**src/rtl/ppi_mfe_pkg.sv**
```systemverilog
// ppi_mfe_pkg: types, codes, frame tables and the frame byte function of the
// ppi master frame engine. No dependencies.

package ppi_mfe_pkg;

  localparam int unsigned MaxWriteBytesDef = 208;
  localparam int unsigned ResponseBytesDef = 256;
  localparam int unsigned StepW            = 6;   // up to 37 results per item

  typedef enum logic [1:0] {
    CMD_START = 2'd0,
    CMD_WDATA = 2'd1,
    CMD_LINK  = 2'd2,
    CMD_NONE  = 2'd3
  } cmd_e;

  typedef enum logic [1:0] {
    KIND_TX     = 2'd0,
    KIND_VALUE  = 2'd1,
    KIND_STATUS = 2'd2
  } kind_e;

  typedef enum logic [2:0] {
    ST_OK       = 3'd0,
    ST_BAD_AREA = 3'd1,
    ST_BAD_MODE = 3'd2,
    ST_NO_ACK   = 3'd3,
    ST_REJECTED = 3'd4
  } status_e;

  localparam logic [1:0] AREA_M   = 2'd0;
  localparam logic [1:0] AREA_V   = 2'd1;
  localparam logic [1:0] MODE_BIT = 2'd0;

  localparam logic [7:0] BYTE_ACK  = 8'hE5;
  localparam logic [7:0] BYTE_END  = 8'h16;
  localparam logic [7:0] BYTE_OK   = 8'hFF;

  localparam int unsigned HeadLen    = 22;
  localparam int unsigned ReadLen    = 33;
  localparam int unsigned WrHeadLen  = 35;
  localparam int unsigned WrFullLen  = 37;
  localparam int unsigned PollLen    = 6;
  localparam int unsigned ReadFcsIdx = 31;
  localparam int unsigned WrFcsIdx   = 35;

  localparam logic [7:0] READ_HEAD [HeadLen] = '{
    8'h68, 8'h1B, 8'h1B, 8'h68, 8'h02, 8'h00, 8'h6C, 8'h32, 8'h01, 8'h00, 8'h00,
    8'h00, 8'h00, 8'h00, 8'h0E, 8'h00, 8'h00, 8'h04, 8'h01, 8'h12, 8'h0A, 8'h10};
  localparam logic [7:0] WRITE_HEAD [HeadLen] = '{
    8'h68, 8'h20, 8'h20, 8'h68, 8'h02, 8'h00, 8'h6C, 8'h32, 8'h01, 8'h00, 8'h00,
    8'h00, 8'h00, 8'h00, 8'h0E, 8'h00, 8'h06, 8'h05, 8'h01, 8'h12, 8'h0A, 8'h10};
  localparam logic [7:0] MODE_CODE [4] = '{8'h01, 8'h02, 8'h04, 8'h06};
  localparam logic [7:0] POLL [PollLen] = '{8'h10, 8'h02, 8'h00, 8'h5C, 8'h5E, 8'h16};

  typedef struct packed {
    logic [1:0]  command;
    logic        is_write;
    logic [1:0]  area;
    logic [15:0] address;
    logic [7:0]  quantity;
    logic [1:0]  access_mode;
    logic [7:0]  data_byte;
  } item_t;

  typedef struct packed {
    logic [1:0]  kind;
    logic [7:0]  tx_byte;
    logic [31:0] read_value;
    logic [15:0] value_address;
    logic [2:0]  status;
    logic        last;
  } res_t;

  // request frame byte at position idx, fcs positions excluded
  function automatic logic [7:0] frame_byte(input logic wr, input logic [1:0] area,
                                            input logic [1:0] mode, input logic [15:0] addr,
                                            input logic [7:0] q, input logic [StepW-1:0] idx);
    logic [7:0]  b;
    logic [7:0]  head;
    logic [8:0]  plen;
    logic [10:0] bits;
    logic [23:0] off;
    logic        mb;
    head = '0;
    if (idx < StepW'(HeadLen)) begin
      head = wr ? WRITE_HEAD[idx[4:0]] : READ_HEAD[idx[4:0]];
    end
    plen = 9'(q) + 9'd4;
    bits = {q, 3'b000};
    off  = {5'b0, addr, 3'b000};
    mb   = (mode == MODE_BIT);
    case (idx)
      6'd1, 6'd2: b = wr ? (q + 8'd31) : head;
      6'd15:      b = wr ? {7'b0, plen[8]} : head;
      6'd16:      b = wr ? plen[7:0] : head;
      6'd22:      b = MODE_CODE[mode];
      6'd24:      b = (wr && mb) ? 8'h01 : q;
      6'd26:      b = (area == AREA_V) ? 8'h01 : 8'h00;
      6'd27:      b = (area == AREA_V) ? 8'h84 : 8'h83;
      6'd28:      b = off[23:16];
      6'd29:      b = off[15:8];
      6'd30:      b = off[7:0];
      6'd32:      b = wr ? (mb ? 8'h03 : 8'h04) : BYTE_END;
      6'd33:      b = (wr && !mb) ? {5'b0, bits[10:8]} : 8'h00;
      6'd34:      b = wr ? (mb ? 8'h01 : bits[7:0]) : 8'h00;
      6'd36:      b = BYTE_END;
      default:    b = (idx < StepW'(HeadLen)) ? head : 8'h00;
    endcase
    return b;
  endfunction

endpackage

```
**src/rtl/ppi_mfe_inreg.sv**
```systemverilog
// ppi_mfe_inreg: input register holding one accepted item until the core
// has finished with it. Depends on ppi_mfe_pkg.

module ppi_mfe_inreg (
  input  logic                clk_i,
  input  logic                rst_ni,
  input  logic                valid_i,
  output logic                stall_o,
  input  ppi_mfe_pkg::item_t  item_i,
  input  logic                consume_i,
  output logic                item_valid_o,
  output ppi_mfe_pkg::item_t  item_o
);
  import ppi_mfe_pkg::*;

  logic  valid_q;
  item_t item_q;
  logic  load;

  assign stall_o = valid_q && !consume_i;
  assign load    = valid_i && !stall_o;

  always_ff @(posedge clk_i or negedge rst_ni) begin
    if (!rst_ni) begin
      valid_q <= 1'b0;
    end else if (load) begin
      valid_q <= 1'b1;
    end else if (consume_i) begin
      valid_q <= 1'b0;
    end
  end

  always_ff @(posedge clk_i) begin
    if (load) begin
      item_q <= item_i;
    end
  end

  assign item_valid_o = valid_q;
  assign item_o       = item_q;

endmodule

```
**src/rtl/ppi_mfe_outreg.sv**
```systemverilog
// ppi_mfe_outreg: result register between the core and the output channel.
// Depends on ppi_mfe_pkg.

module ppi_mfe_outreg (
  input  logic               clk_i,
  input  logic               rst_ni,
  input  logic               load_i,
  input  ppi_mfe_pkg::res_t  res_i,
  output logic               ready_o,
  output logic               valid_o,
  input  logic               stall_i,
  output ppi_mfe_pkg::res_t  res_o
);
  import ppi_mfe_pkg::*;

  logic valid_q;
  res_t res_q;

  assign ready_o = !valid_q || !stall_i;

  always_ff @(posedge clk_i or negedge rst_ni) begin
    if (!rst_ni) begin
      valid_q <= 1'b0;
    end else if (ready_o) begin
      valid_q <= load_i;
    end
  end

  always_ff @(posedge clk_i) begin
    if (ready_o && load_i) begin
      res_q <= res_i;
    end
  end

  assign valid_o = valid_q;
  assign res_o   = res_q;

endmodule

```
**src/rtl/ppi_mfe_core.sv**
```systemverilog
// ppi_mfe_core: protocol state and result sequencer; walks the results of
// the held item one per cycle when not stalled. Depends on ppi_mfe_pkg.

module ppi_mfe_core #(
  parameter int unsigned MAX_WRITE_BYTES = ppi_mfe_pkg::MaxWriteBytesDef,
  parameter int unsigned RESPONSE_BYTES  = ppi_mfe_pkg::ResponseBytesDef
) (
  input  logic               clk_i,
  input  logic               rst_ni,
  input  logic               item_valid_i,
  input  ppi_mfe_pkg::item_t item_i,
  input  logic               out_ready_i,
  output logic               consume_o,
  output logic               res_load_o,
  output ppi_mfe_pkg::res_t  res_o
);
  import ppi_mfe_pkg::*;

  localparam int unsigned IdxW   = $clog2(RESPONSE_BYTES + 1);
  localparam logic [12:0] MaxLen = 13'(RESPONSE_BYTES - 25);

  typedef enum logic [2:0] {
    PH_IDLE  = 3'd0,
    PH_WDATA = 3'd1,
    PH_ACK   = 3'd2,
    PH_RESP  = 3'd3
  } phase_e;

  phase_e           phase_q;
  logic             op_wr_q;
  logic [1:0]       op_mode_q;
  logic [15:0]      op_addr_q;
  logic [7:0]       bytes_left_q;
  logic [7:0]       tx_ck_q;
  logic [IdxW-1:0]  rx_idx_q;
  logic [7:0]       rx_ck_q;
  logic [12:0]      dlen_q;
  logic [31:0]      vshift_q;
  logic [15:0]      vcount_q;
  logic [StepW-1:0] step_q;

  logic [StepW-1:0] n_res;
  res_t             res;
  logic [7:0]       b;
  logic [7:0]       qsat;
  logic             fire, last_step;
  // response decode
  logic [1:0]       lg, mask, k;
  logic [13:0]      len_raw;
  logic [12:0]      len_cl;
  logic [12:0]      groups_new, groups_q;
  logic             grp_end, vals_done, reject;
  logic [31:0]      val;

  assign b    = item_i.data_byte;
  assign qsat = (item_i.quantity > 8'(MAX_WRITE_BYTES)) ? 8'(MAX_WRITE_BYTES)
                                                         : item_i.quantity;

  always_comb begin
    lg         = op_mode_q - 2'd1;
    mask       = (2'd1 << lg) - 2'd1;
    k          = 2'(rx_idx_q - IdxW'(25)) & mask;
    len_raw    = 14'(dlen_q) + 14'(b[7:3]);
    len_cl     = (len_raw > 14'(MaxLen)) ? MaxLen : len_raw[12:0];
    groups_new = len_cl >> lg;
    groups_q   = dlen_q >> lg;
    grp_end    = (k == mask);
    vals_done  = (17'(vcount_q) + 17'd1) >= 17'(groups_q);
    val        = vshift_q | (32'(b) << {k, 3'b000});
    reject     = (rx_idx_q == IdxW'(21)) && (b != BYTE_OK);
  end

  // result count and the result at the current step
  always_comb begin
    n_res = '0;
    res   = '0;
    case (item_i.command)
      CMD_START: begin
        if (item_i.area != AREA_M && item_i.area != AREA_V) begin
          n_res = 6'd1;
          res.kind = KIND_STATUS;
          res.status = ST_BAD_AREA;
        end else if (!item_i.is_write) begin
          n_res = 6'(ReadLen);
          res.kind = KIND_TX;
          res.tx_byte = (step_q == 6'(ReadFcsIdx)) ? tx_ck_q :
              frame_byte(1'b0, item_i.area, item_i.access_mode, item_i.address,
                         item_i.quantity, step_q);
        end else if (item_i.access_mode > 2'd1) begin
          n_res = 6'd1;
          res.kind = KIND_STATUS;
          res.status = ST_BAD_MODE;
        end else begin
          n_res = (qsat == 8'd0) ? 6'(WrFullLen) : 6'(WrHeadLen);
          res.kind = KIND_TX;
          res.tx_byte = (step_q == 6'(WrFcsIdx)) ? tx_ck_q :
              frame_byte(1'b1, item_i.area, item_i.access_mode, item_i.address,
                         qsat, step_q);
        end
      end
      CMD_WDATA: begin
        if (phase_q == PH_WDATA) begin
          n_res = (bytes_left_q == 8'd1) ? 6'd3 : 6'd1;
          res.kind = KIND_TX;
          case (step_q)
            6'd0:    res.tx_byte = b;
            6'd1:    res.tx_byte = tx_ck_q;
            default: res.tx_byte = BYTE_END;
          endcase
        end
      end
      CMD_LINK: begin
        if (phase_q == PH_ACK) begin
          if (b == BYTE_ACK) begin
            n_res = 6'(PollLen);
            res.kind = KIND_TX;
            res.tx_byte = (step_q < 6'(PollLen)) ? POLL[step_q[2:0]] : 8'h00;
          end else begin
            n_res = 6'd1;
            res.kind = KIND_STATUS;
            res.status = ST_NO_ACK;
          end
        end else if (phase_q == PH_RESP) begin
          res.kind = KIND_STATUS;
          if (reject) begin
            n_res = 6'd1;
            res.status = ST_REJECTED;
          end else if (op_wr_q) begin
            if (rx_idx_q == IdxW'(22)) begin
              n_res = 6'd1;
              res.status = (b == rx_ck_q) ? ST_OK : ST_REJECTED;
            end
          end else if (op_mode_q == MODE_BIT) begin
            if (rx_idx_q == IdxW'(25)) begin
              n_res = 6'd2;
              if (step_q == 6'd0) begin
                res.kind = KIND_VALUE;
                res.read_value = {31'b0, b[0]};
                res.value_address = op_addr_q;
              end
            end
          end else if (rx_idx_q == IdxW'(24)) begin
            if (groups_new == '0) begin
              n_res = 6'd1;
            end
          end else if (rx_idx_q >= IdxW'(25) && grp_end) begin
            n_res = vals_done ? 6'd2 : 6'd1;
            if (step_q == 6'd0) begin
              res.kind = KIND_VALUE;
              res.read_value = val;
              res.value_address = op_addr_q + vcount_q;
            end
          end
        end
      end
      default: n_res = '0;
    endcase
    res.last = (step_q == n_res - 6'd1);
  end

  assign last_step  = (step_q == n_res - 6'd1);
  assign fire       = item_valid_i && (n_res != '0) && out_ready_i;
  assign consume_o  = item_valid_i && ((n_res == '0) || (out_ready_i && last_step));
  assign res_load_o = fire;
  assign res_o      = res;

  always_ff @(posedge clk_i or negedge rst_ni) begin
    if (!rst_ni) begin
      phase_q      <= PH_IDLE;
      op_wr_q      <= 1'b0;
      op_mode_q    <= '0;
      op_addr_q    <= '0;
      bytes_left_q <= '0;
      tx_ck_q      <= '0;
      rx_idx_q     <= '0;
      rx_ck_q      <= '0;
      dlen_q       <= '0;
      vshift_q     <= '0;
      vcount_q     <= '0;
      step_q       <= '0;
    end else begin
      if (fire) begin
        step_q <= last_step ? '0 : step_q + 6'd1;
        // running fcs of the frame being sent
        if (item_i.command == CMD_START) begin
          if (step_q == '0) begin
            tx_ck_q <= '0;
          end else if (step_q >= 6'd4 && step_q < 6'(WrHeadLen)) begin
            tx_ck_q <= tx_ck_q + res.tx_byte;
          end
        end else if (item_i.command == CMD_WDATA && step_q == '0) begin
          tx_ck_q <= tx_ck_q + b;
        end
      end
      if (consume_o) begin
        case (item_i.command)
          CMD_START: begin
            phase_q <= PH_IDLE;
            if (item_i.area == AREA_M || item_i.area == AREA_V) begin
              op_wr_q   <= item_i.is_write;
              op_mode_q <= item_i.access_mode;
              op_addr_q <= item_i.address;
              if (!item_i.is_write) begin
                phase_q <= PH_ACK;
              end else if (item_i.access_mode <= 2'd1) begin
                bytes_left_q <= qsat;
                phase_q      <= (qsat == 8'd0) ? PH_ACK : PH_WDATA;
              end
            end
          end
          CMD_WDATA: begin
            if (phase_q == PH_WDATA) begin
              bytes_left_q <= bytes_left_q - 8'd1;
              if (bytes_left_q == 8'd1) begin
                phase_q <= PH_ACK;
              end
            end
          end
          CMD_LINK: begin
            if (phase_q == PH_ACK) begin
              if (b == BYTE_ACK) begin
                rx_idx_q <= '0;
                rx_ck_q  <= '0;
                phase_q  <= PH_RESP;
              end else begin
                phase_q <= PH_IDLE;
              end
            end else if (phase_q == PH_RESP) begin
              rx_idx_q <= rx_idx_q + IdxW'(1);
              if (reject) begin
                phase_q <= PH_IDLE;
              end else if (op_wr_q) begin
                if (rx_idx_q >= IdxW'(4) && rx_idx_q <= IdxW'(20)) begin
                  rx_ck_q <= rx_ck_q + b;
                end
                if (rx_idx_q == IdxW'(22)) begin
                  phase_q <= PH_IDLE;
                end
              end else if (op_mode_q == MODE_BIT) begin
                if (rx_idx_q == IdxW'(25)) begin
                  phase_q <= PH_IDLE;
                end
              end else if (rx_idx_q == IdxW'(23)) begin
                dlen_q <= {b, 5'b0};
              end else if (rx_idx_q == IdxW'(24)) begin
                dlen_q   <= len_cl;
                vshift_q <= '0;
                vcount_q <= '0;
                if (groups_new == '0) begin
                  phase_q <= PH_IDLE;
                end
              end else if (rx_idx_q >= IdxW'(25)) begin
                if (grp_end) begin
                  vshift_q <= '0;
                  vcount_q <= vcount_q + 16'd1;
                  if (vals_done) begin
                    phase_q <= PH_IDLE;
                  end
                end else begin
                  vshift_q <= val;
                end
              end
            end
          end
          default: ;
        endcase
      end
    end
  end

  a_wdata_has_bytes: assert property (@(posedge clk_i) disable iff (!rst_ni)
    phase_q == PH_WDATA |-> bytes_left_q != 8'd0)
    else $error("write data phase with no bytes left");

  a_step_idle: assert property (@(posedge clk_i) disable iff (!rst_ni)
    !item_valid_i |-> step_q == '0)
    else $error("result step not cleared without an item");

  a_last_clears: assert property (@(posedge clk_i) disable iff (!rst_ni)
    fire && last_step |=> step_q == '0)
    else $error("result step not cleared after last beat");

  a_fire_last: assert property (@(posedge clk_i) disable iff (!rst_ni)
    fire && last_step |-> consume_o)
    else $error("item kept after its last result");

endmodule

```
**src/rtl/ppi_master_frame_engine.sv**
```systemverilog
// ppi_master_frame_engine: top level of the ppi master frame engine.
// Depends on ppi_mfe_pkg, ppi_mfe_inreg, ppi_mfe_core, ppi_mfe_outreg.
//
//   channel | direction | handshake             | payload
//   req     | in        | req_valid_i/stall_o   | command .. data_byte
//   res     | out       | res_valid_o/stall_i   | kind .. last
//
// an item yields 0 to 37 result beats, one per cycle when not stalled;
// a request frame is 33 to 37 beats, set by the core's single result sequencer.
// the next item is taken at the edge where its predecessor's last beat
// enters the result register; an item with no beats is consumed without a result.
// reset clears protocol state, the input and the result register valids.
// a stalled result holds the sequencer and any input item with beats.

module ppi_master_frame_engine #(
  parameter int unsigned MAX_WRITE_BYTES = ppi_mfe_pkg::MaxWriteBytesDef,
  parameter int unsigned RESPONSE_BYTES  = ppi_mfe_pkg::ResponseBytesDef
) (
  input  logic        clk_i,
  input  logic        rst_ni,
  input  logic        req_valid_i,
  output logic        req_stall_o,
  input  logic [1:0]  command_i,
  input  logic        is_write_i,
  input  logic [1:0]  area_i,
  input  logic [15:0] address_i,
  input  logic [7:0]  quantity_i,
  input  logic [1:0]  access_mode_i,
  input  logic [7:0]  data_byte_i,
  output logic        res_valid_o,
  input  logic        res_stall_i,
  output logic [1:0]  kind_o,
  output logic [7:0]  tx_byte_o,
  output logic [31:0] read_value_o,
  output logic [15:0] value_address_o,
  output logic [2:0]  status_o,
  output logic        last_o
);
  import ppi_mfe_pkg::*;

  item_t in_item, held_item;
  logic  held_valid, consume, res_load, out_ready;
  res_t  core_res, out_res;

  assign in_item = '{command: command_i, is_write: is_write_i, area: area_i,
                     address: address_i, quantity: quantity_i,
                     access_mode: access_mode_i, data_byte: data_byte_i};

  ppi_mfe_inreg u_inreg (
    .clk_i        (clk_i),
    .rst_ni       (rst_ni),
    .valid_i      (req_valid_i),
    .stall_o      (req_stall_o),
    .item_i       (in_item),
    .consume_i    (consume),
    .item_valid_o (held_valid),
    .item_o       (held_item)
  );

  ppi_mfe_core #(
    .MAX_WRITE_BYTES (MAX_WRITE_BYTES),
    .RESPONSE_BYTES  (RESPONSE_BYTES)
  ) u_core (
    .clk_i        (clk_i),
    .rst_ni       (rst_ni),
    .item_valid_i (held_valid),
    .item_i       (held_item),
    .out_ready_i  (out_ready),
    .consume_o    (consume),
    .res_load_o   (res_load),
    .res_o        (core_res)
  );

  ppi_mfe_outreg u_outreg (
    .clk_i   (clk_i),
    .rst_ni  (rst_ni),
    .load_i  (res_load),
    .res_i   (core_res),
    .ready_o (out_ready),
    .valid_o (res_valid_o),
    .stall_i (res_stall_i),
    .res_o   (out_res)
  );

  assign kind_o          = out_res.kind;
  assign tx_byte_o       = out_res.tx_byte;
  assign read_value_o    = out_res.read_value;
  assign value_address_o = out_res.value_address;
  assign status_o        = out_res.status;
  assign last_o          = out_res.last;

endmodule
```
**config.mk**
```make
export PLATFORM = sky130hd
export DESIGN_NAME = ppi_master_frame_engine
export DESIGN_NICKNAME = d
export VERILOG_FILES = /design/src/rtl/ppi_mfe_pkg.sv /design/src/rtl/ppi_mfe_inreg.sv /design/src/rtl/ppi_mfe_outreg.sv /design/src/rtl/ppi_mfe_core.sv /design/src/rtl/ppi_master_frame_engine.sv
export SDC_FILE = /design/constraint.sdc
export NUM_CORES = 1
export LEC_CHECK = 0
export ABC_AREA = 1
export BUFFER_PORTS_ARGS = -buffer_cell sky130_fd_sc_hd__buf_2
export CORE_MARGIN = 2
export CORE_UTILIZATION = 40
export CTS_CLUSTER_SIZE = 30
export DETAILED_ROUTE_END_ITERATION = 6
export PLACE_DENSITY = 0.59
export RECOVER_POWER = 25
export SETUP_SLACK_MARGIN = 0.5
export SLEW_MARGIN = 20
export SYNTH_ARGS = -nofsm -noshare
export SYNTH_HDL_FRONTEND = slang
export SYNTH_HIERARCHICAL = 1
export SYNTH_SLANG_ARGS = --single-unit
```
**constraint.sdc**
```tcl
create_clock -name clk_i -period 10.44 [get_ports clk_i]
set_input_delay 2.088 -clock clk_i [delete_from_list [all_inputs] [get_ports clk_i]]
set_output_delay 2.088 -clock clk_i [all_outputs]
set_load 0.1 [all_outputs]
```
==> key figures <==
Run status
  • Status: complete, but fails checks
  • Failing checks: max-capacitance violations, max-slew violations

Global route
  • Largest net degree at the start of global routing: 68
  • Vias in the first global route: 13,100
  • Total track usage: 23.1%
  • Initial antenna violation count: 0
  • First-pass GRT wire length: 71.2 mm
  • Total gr overflow: 0

Timing
  • Hold Fails Final Rpt: 0
  • RSZ-0062 raised after global routing: false
  • Max Slew Vio Count: 126
  • Worst Clk Skew: 0.0371 ns
  • Setup TNS Final: 0 ns
  • Slew HR: -148%
  • Actual slew at the worst max-slew pin: 3.72 ns
  • Final Critical Period: 8.77 ns
  • Final worst slack: 1.67 ns
  • Setup violators final: 0
  • Fin crit share: 84.0%
  • Fmax: 114 MHz

Yosys
  • Sequential area share after synthesis: 40.3%
  • Main synth FF type: dfrtp_1
  • Top post-synthesis cells by area: dfrtp_1 20%, edfxtp_1 20%, nand2_1 10%
  • Cell variety after synth: 63
  • Post-synth EDFFs: 101
  • Ys async rst share: 54.9%
  • Cells after synthesis: 1,958
  • Yosys Warn Count: 6
  • Post-synth top area share: 20.3%
  • Yosys top cell by area: dfrtp_1
  • Syn Area/Cell: 7.75 um2
  • Yosys reg bits: 224
  • Area of the mapped netlist: 15,200 um2
  • Syn nets: 2,086

Run
  • Max Cap Viol: 2

Worst setup path
  • Startpoint Class: flip-flop
  • Crit-path most repeated cell: nand2_1
  • Critical path's slowest cell: dfrtp_1
  • Critical path capture point type: output pin
  • CP max stage delay: 0.71 ns
  • CP Max Fanout: 23
  • Critical path class: flip-flop to output pin
  • Crit path DAT: 6.68 ns
  • Req. time, crit path: 8.35 ns

Detailed routing
  • WL final: 45.1 mm
  • Routed via count: 13,600
  • DR pass1 iterations: 7
  • Wire length per cell: 17.5 um
  • Post-DR vias/cell: 5.27
  • Iter 0 DRT Violations: 1,065
  • DRC Markers: 0
  • Antenna Nets Post-Route: 0

Hold path
  • Hold crit path type: flip-flop to flip-flop

Final layout
  • Final #Nets: 2,175
  • Post-route insts no fill: 2,580
  • Most frequent cells in the layout: 403 x nand2_1, 284 x inv_1, 247 x nor2_1
  • Layout area overhead: 12.6%
  • ANT cells: 0
  • Share of layout cells above drive strength 1: 12.7%
  • Most common cell after layout, fill and taps aside: nand2_1
  • Post-route cell area: 17,100 um2

Clocking
  • CTS buffer count: 28
  • Post-CTS Setup Inserts: 0
  • Hold_buf cts: 0
  • Max clock buf depth: 3
  • Clock transition at path regs: 0.05 ns
  • Clk sinks: 224
  • H-tree Lvls: 1
  • Post-CTS Resized: 0
  • Clock Latency Late Sink: 0.60 ns
  • CTS tree: built
  • Root Buffer: clkbuf_16

Die
  • I/O pin total: 107
  • FP Rows: 71
  • Height of the die: 199 um
  • Die width: 199 um
  • Initial Util: 40.5%
  • Die area: 39,500 um2
  • Core footprint: 37,500 um2

Power
  • VDD IR max: 0.000126 V
  • Leak: 8.24 nW
  • Power Total: 4.34 mW
  • Pwr per Cell Area: 254 nW/um2

Placed design
  • Buffers added on ports: 106
  • Placed Instances: 2,528
  • Placed Area: 16,100 um2
  • Final HPWL DP: 33.3 mm
  • Gpl congestion: 0.975
  • Pre-CTS WS: 2.35 ns
[metrics by stage]
stage          utilization [%]  hold slack (ns)
3_5_place_dp              43.0            0.475
6_report                  45.6            0.484
5_1_grt                   45.6            0.504
2_1_floorplan                -            0.453
4_1_cts                   45.6            0.488
3_3_place_gp              43.0            0.469
[critical path, delay by kind of cell (launching register included)]
family | cells | cell delay [ns]
AOI/OAI and AO/OA | 6 | 0.90
xor gates and xnor gates | 1 | 0.14
adders and majority gates | 4 | 1.45
buffers and inverters | 4 | 1.25
DFF | 1 | 0.71
and+or+nand+nor | 15 | 1.60
[cell type report]
| type | count | area (um2) |
|---|---|---|
| fill | 3808 | 20400 |
| clock inverter | 17 | 250 |
| clock buffer | 35 | 747 |
| inverter | 294 | 1100 |
| multi-input combinational | 1384 | 7640 |
| sequential | 224 | 6110 |
| timing repair buffer | 115 | 592 |
| tap | 511 | 639 |
[per-layer routing]
metal	vias up	routed length (um)	GRT usage, %
met5	-	0	0
met4	0	1270	6.72
met3	71	2110	2.61
met2	382	20900	38.2
met1	6448	20800	31.9
li1	6704	-	-
[cell families after synthesis]
kind of cell / count (synthesis) / synth area share (%)
AOI/OAI and AO/OA: 388 / 15.7
xor gates and xnor gates: 34 / 1.96
adders and majority gates: 85 / 7.25
buffers and inverters: 350 / 9.46
DFF: 224 / 40.3
muxes: 7 / 0.486
and+or+nand+nor: 870 / 24.8
[final timing paths]
path | start | endpoint | slack [ns] | cells after the start
worst max-delay path | u_core/op_mode_q[0]$_DFFE_PN0P_ | req_stall_o | 1.67 | 30
worst min-delay path | u_core/op_mode_q[1]$_DFFE_PN0P_ | u_core/op_mode_q[1]$_DFFE_PN0P_ | 0.48 | 2
worst max register to register | u_core/op_mode_q[0]$_DFFE_PN0P_ | u_core/vshift_q[9]$_DFFE_PN0P_ | 3.65 | 32
worst min register to register | u_core/op_mode_q[1]$_DFFE_PN0P_ | u_core/op_mode_q[1]$_DFFE_PN0P_ | 0.48 | 2
max in group asynchronous | rst_ni | u_core/op_addr_q[10]$_DFFE_PN0P_ | 3.03 | 2
min in group asynchronous | rst_ni | u_core/vshift_q[26]$_DFFE_PN0P_ | 2.59 | 1
[Yosys cell counts, types with 26 or more instances]
master    instances
nand2_1         403
inv_1           284
nor2_1          247
o21ai_0         155
dfrtp_1         123
edfxtp_1        101
ha_1             80
nand3_1          71
a21oi_1          68
nor3_1           42
clkbuf_1         37
nand2_2          36
nand4_1          34
o21ai_2          32
xor2_1           26
[registers in the layout (all words and copies together) (netlist names)]
name and count:
u_core/vcount_q 16, u_core/op_wr_q 1, u_core/dlen_q 13, u_core/vshift_q 32, u_core/op_mode_q 2, u_core/phase_q 2
u_core/step_q 6, u_inreg/item_valid_o 1, u_core/rx_ck_q 8, u_inreg/item_o 39, u_core/tx_ck_q 8, u_core/op_addr_q 16
u_core/rx_idx_q 9, u_core/bytes_left_q 8, u_outreg/res_o 62, u_outreg/valid_o 1
[report_power, final]
group	switching [mW]	total, mW	leakage (nW)	internal (mW)
Clock	0.406	1.04	0.484	0.635
Sequential	0.197	1.34	2.47	1.15
Combinational	1.44	1.96	5.28	0.524
Total	2.04	4.34	8.24	2.30
Power figures use the tool's default switching activity.
